<file path="src/hw/rtl/rrt_pkg.sv">
package rrt_pkg;
  localparam int MaxNodes = 1024;
  localparam int IdxW = $clog2(MaxNodes);
  localparam int CntW = IdxW + 1;
  localparam int CoordW = 16;
  localparam int DiffW = CoordW + 1;
  localparam int SqW = 2 * DiffW;
  localparam int D2W = SqW + 2;
  localparam int StepW = 15;
  localparam int RootW = D2W / 2;
  localparam int ProdW = DiffW + StepW;
  localparam int RcntW = $clog2(RootW + 2);
  localparam int DcntW = $clog2(ProdW + 2);

  localparam logic [1:0] StatusOk    = 2'd0;
  localparam logic [1:0] StatusFull  = 2'd1;
  localparam logic [1:0] StatusEmpty = 2'd2;

  localparam logic OpLoad   = 1'b0;
  localparam logic OpExtend = 1'b1;

  typedef struct packed {
    logic start_scan;
    logic start_steer;
    logic write_node;
    logic load_direct;
  } rrt_cmd_t;

  typedef struct packed {
    logic scan_done;
    logic steer_done;
  } rrt_sts_t;
endpackage

</file>
<file path="src/hw/rtl/rrt_ctrl.sv">
module rrt_ctrl import rrt_pkg::*; (
  input  logic            clk,
  input  logic            rst,
  input  logic            in_valid,
  input  logic            op,
  input  logic [CntW-1:0] node_count,
  input  rrt_sts_t        sts,
  input  logic            out_ready,
  output logic            in_ready,
  output logic            out_valid,
  output logic [1:0]      err_status,
  output logic            err_flag,
  output rrt_cmd_t        cmd
);
  typedef enum logic [2:0] {S_IDLE, S_SCAN, S_STEER, S_WRITE, S_OUT} state_t;
  state_t state;

  assign in_ready = (state == S_IDLE);

  always_comb begin
    cmd = '0;
    if (state == S_IDLE && in_valid) begin
      if (node_count < CntW'(MaxNodes) && !(op == OpExtend && node_count == '0)) begin
        if (op == OpExtend) cmd.start_scan = 1'b1;
        else cmd.load_direct = 1'b1;
      end
    end
    if (state == S_SCAN && sts.scan_done) cmd.start_steer = 1'b1;
    if (state == S_WRITE) cmd.write_node = 1'b1;
  end

  always_ff @(posedge clk) begin
    if (rst) begin
      state <= S_IDLE;
      out_valid <= 1'b0;
      err_status <= StatusOk;
      err_flag <= 1'b0;
    end else begin
      unique case (state)
        S_IDLE: begin
          if (in_valid) begin
            err_flag <= 1'b0;
            err_status <= StatusOk;
            if (node_count >= CntW'(MaxNodes)) begin
              err_flag <= 1'b1;
              err_status <= StatusFull;
              state <= S_OUT;
              out_valid <= 1'b1;
            end else if (op == OpExtend && node_count == '0) begin
              err_flag <= 1'b1;
              err_status <= StatusEmpty;
              state <= S_OUT;
              out_valid <= 1'b1;
            end else if (op == OpExtend) begin
              state <= S_SCAN;
            end else begin
              state <= S_WRITE;
            end
          end
        end
        S_SCAN: if (sts.scan_done) state <= S_STEER;
        S_STEER: if (sts.steer_done) state <= S_WRITE;
        S_WRITE: begin
          state <= S_OUT;
          out_valid <= 1'b1;
        end
        S_OUT: begin
          if (out_ready) begin
            out_valid <= 1'b0;
            state <= S_IDLE;
          end
        end
        default: state <= S_IDLE;
      endcase
    end
  end
endmodule

</file>
<file path="config.mk">
export PLATFORM = sky130hd
export DESIGN_NAME = rrt_ctrl
export DESIGN_NICKNAME = d
export VERILOG_FILES = /design/src/hw/rtl/rrt_pkg.sv /design/src/hw/rtl/rrt_ctrl.sv
export SDC_FILE = /design/constraint.sdc
export NUM_CORES = 1
export LEC_CHECK = 0
export BUFFER_PORTS_ARGS = -buffer_cell sky130_fd_sc_hd__buf_2
export CORE_MARGIN = 4
export CORE_UTILIZATION = 35
export DETAILED_ROUTE_END_ITERATION = 16
export HOLD_SLACK_MARGIN = 0.1
export PLACE_DENSITY = 0.69
export SLEW_MARGIN = 20
export SYNTH_ARGS = -nofsm -noshare
export SYNTH_HDL_FRONTEND = slang
export SYNTH_SLANG_ARGS = --single-unit
</file>
<file path="constraint.sdc">
create_clock -name clk -period 4.15 [get_ports clk]
set_clock_uncertainty 0.15 [all_clocks]
set_input_delay 0 -clock clk [delete_from_list [all_inputs] [get_ports clk]]
set_output_delay 0 -clock clk [all_outputs]
set_load 0.01 [all_outputs]
</file>
==> metrics.yaml <==
status: "complete, no violations"
syn-num-nets: 73
multiInputGateArea_um2: 280
timing.fmax_mhz: 507
pin_count: 27
synth_top_family_by_area: "simple AND/OR/NAND/NOR gates"
crit_required_ns: 4.14
drive_gt1_frac: 0.396
grt_max_degree: 11
tns_ns: 0
hold_depth: 5
pre_cts_ws_ns: 2.52
critPathTopFamily: "simple AND/OR/NAND/NOR gates"
vias: 518
criticalPathCategory: "reg2reg"
cts_hold_buf: 9
min_path_type: "in2reg"
critPathMaxFanout: 10
dieWidth_um: 44.2
leakage_nw: 0.331
h-tree-depth: 1
yosysWarnings: 0
grt_pass1_vias: 472
reg2reg_slack_ns: 2.18
grt_pass1_wl_um: 1840
power_w: 0.000226
netlist_area_um2: 458
routed_wl_um: 1140
synth_compound_gate_area_share: 0.213
antenna_cells: 0
endpoint_kind: "flop"
r2r_end: "err_status[0]"
worstHoldEndpoint: "err_status[1]"
synthAdderAreaFrac: 0
worstPathCellList: "or4b_4, nand2_1, a21oi_1, dlygate4sd3_1"
grt_util_all_layers: 0.128
rsz0062_at_grt: "no"
drv_cap: 0
crit_arrival_ns: 1.96
nNetsFinal: 110
p_per_area_nw_per_um2: 327
min_period_ns: 1.97
cts_resized: 0
wl_per_cell_um: 10.8
min_from: "node_count[5]"
maxSlewViolCount: 0
synth_seq_area_share: 0.306
synthCells: 55
setup-violations-final: 0
synth-simple-area-share: 0.344
ir_worst_vdd_uv: 233
fin_crit_sh: 0.476
post_synth.cell_area_avg_um2: 8.33
register_area_um2: 140
reg2regPathDepth: 4
final-hold-violation-count: 0
antenna_found_initial: 0
timing.rr.start: "state[1]"
clk_pin_slew_ns: 0.06
utilization: 0.591
synth_mux_area_frac: 0.0546
crit_slowest_cell: "or4b_4"
vias_per_cell: 4.93
cts_root_buf: "clkbuf_4"
drc: 0
grt-ovfl-total: 0
worst_slew_pin_slew_ns: 0.371
dieArea_um2: 1950
drtIter0Drc: 12
hpwl_um: 840
numCtsBuffers: 3
critPathLaunchType: "flop"
postRouteAntennaNets: 0
rows: 12
clock_latency_ns: 0.25
clkSinkCount: 7
synthArstFlopShare: 0
gp_congestion: 0.758
drt-pass1-iter-count: 4
cts_tree: "yes"
netlist-cell-type-count: 30
io_buffers: 26
layout_setup_ws_ns: 2.18
initial_core_util: 0.391
post_cts_buffers: 0
slew_headroom: 0.752
cts_buffer_depth: 2
synth-xor-area-share: 0
fp.dieH_um: 44.2
core_um2: 1170
synth_flop_cell: "dfxtp_1"
n_fill_cell: 107
critical_path_buf_inv_count: 1
ys_seq_elements: 7
synth-edff-count: 0
slowest_delay_ns: 0.60
areaGrowthSynthToFinish_pct: 51.1
-- through the flow --
| stage | cell area [µm²] | hold WS, ns | cells |
|---|---|---|---|
| 3_5_place_dp | 576 | 0.113 | 92 |
| 5_1_grt | 692 | 0.107 | 105 |
| 6_report | 692 | 0.0930 | 105 |
| 4_1_cts | 692 | 0.100 | 105 |
| 3_3_place_gp | 576 | 0.105 | 92 |
| 2_1_floorplan | 458 | -0.0993 | 55 |
-- Yosys cell counts (2+ instances only) --
cell type   n  area (µm²)
nand2_1     3        11.3
and3_1      2        12.5
nor3_1      2        10.0
a31oi_1     2        12.5
o31ai_1     2        15.0
dfxtp_1     7         140
buf_6       2        22.5
nor2_1     11        41.3
inv_1       2        7.51
o21ai_0     2        10.0
-- report_power, final --
part | internal (W) | leakage [nW] | switching [W]
registers | 0.0000754 | 0.0574 | 0.0000130
clock network | 0.0000368 | 0.0150 | 0.0000264
logic | 0.0000415 | 0.259 | 0.0000328
total | 0.000154 | 0.331 | 0.0000723
-- cells by family after synthesis --
family | count (synthesis)
and+or+nand+nor | 28
AOI/OAI and AO/OA | 13
DFF | 7
buffers and inverters | 5
muxes | 2
-- placed cells by master (no fill, tap or decap), types with 2 or more instances in the layout --
cell type      netlist  layout
o21ai_0              2       2
a31oi_1              2       2
buf_2                0      26
nand2_1              3       3
nor2_1              11      11
inv_1                2       2
clkbuf_4             0       3
dfxtp_1              7       7
nor3_1               2       2
and3_1               2       2
dlygate4sd3_1        0       9
o31ai_1              2       2
-- area by class of cell --
cell class | instances | share of cell area
tap | 14 | 0.0253
sequential | 7 | 0.203
timing repair buffer | 35 | 0.318
clock buffer | 4 | 0.0380
multi-input combinational | 43 | 0.405
inverter | 2 | 0.0108
-- flip-flops by register name, summed over array words and instances (netlist names) --
name        count
state           3
err_status      2
err_flag        1
out_valid       1
-- per-layer routing --
metal / track usage / part of all wire
met1: 0.151 / 0.43
met3: 0.0772 / 0.10
met2: 0.203 / 0.46
met5: 0 / 0
met4: 0.0181 / 0
-- worst max path at each step --
stage,cells after the start,start,endpoint,slack (ns)
floorplan,5,state[0],state[0],2.70
global placement,4,state[0],state[0],2.55
detailed placement,4,state[0],state[0],2.52
CTS,4,state[1],err_status[0],2.19
global route,4,state[1],err_status[0],2.12
finish,4,state[1],err_status[0],2.18
-- tightest hold or removal path: stages --
cell and delay, ns:
buf_2 0.08, nor4_1 0.03, and3_1 0.14, a22oi_1 0.15, nor2_1 0.05
No activity file was read; power rests on OpenSTA's default activity.
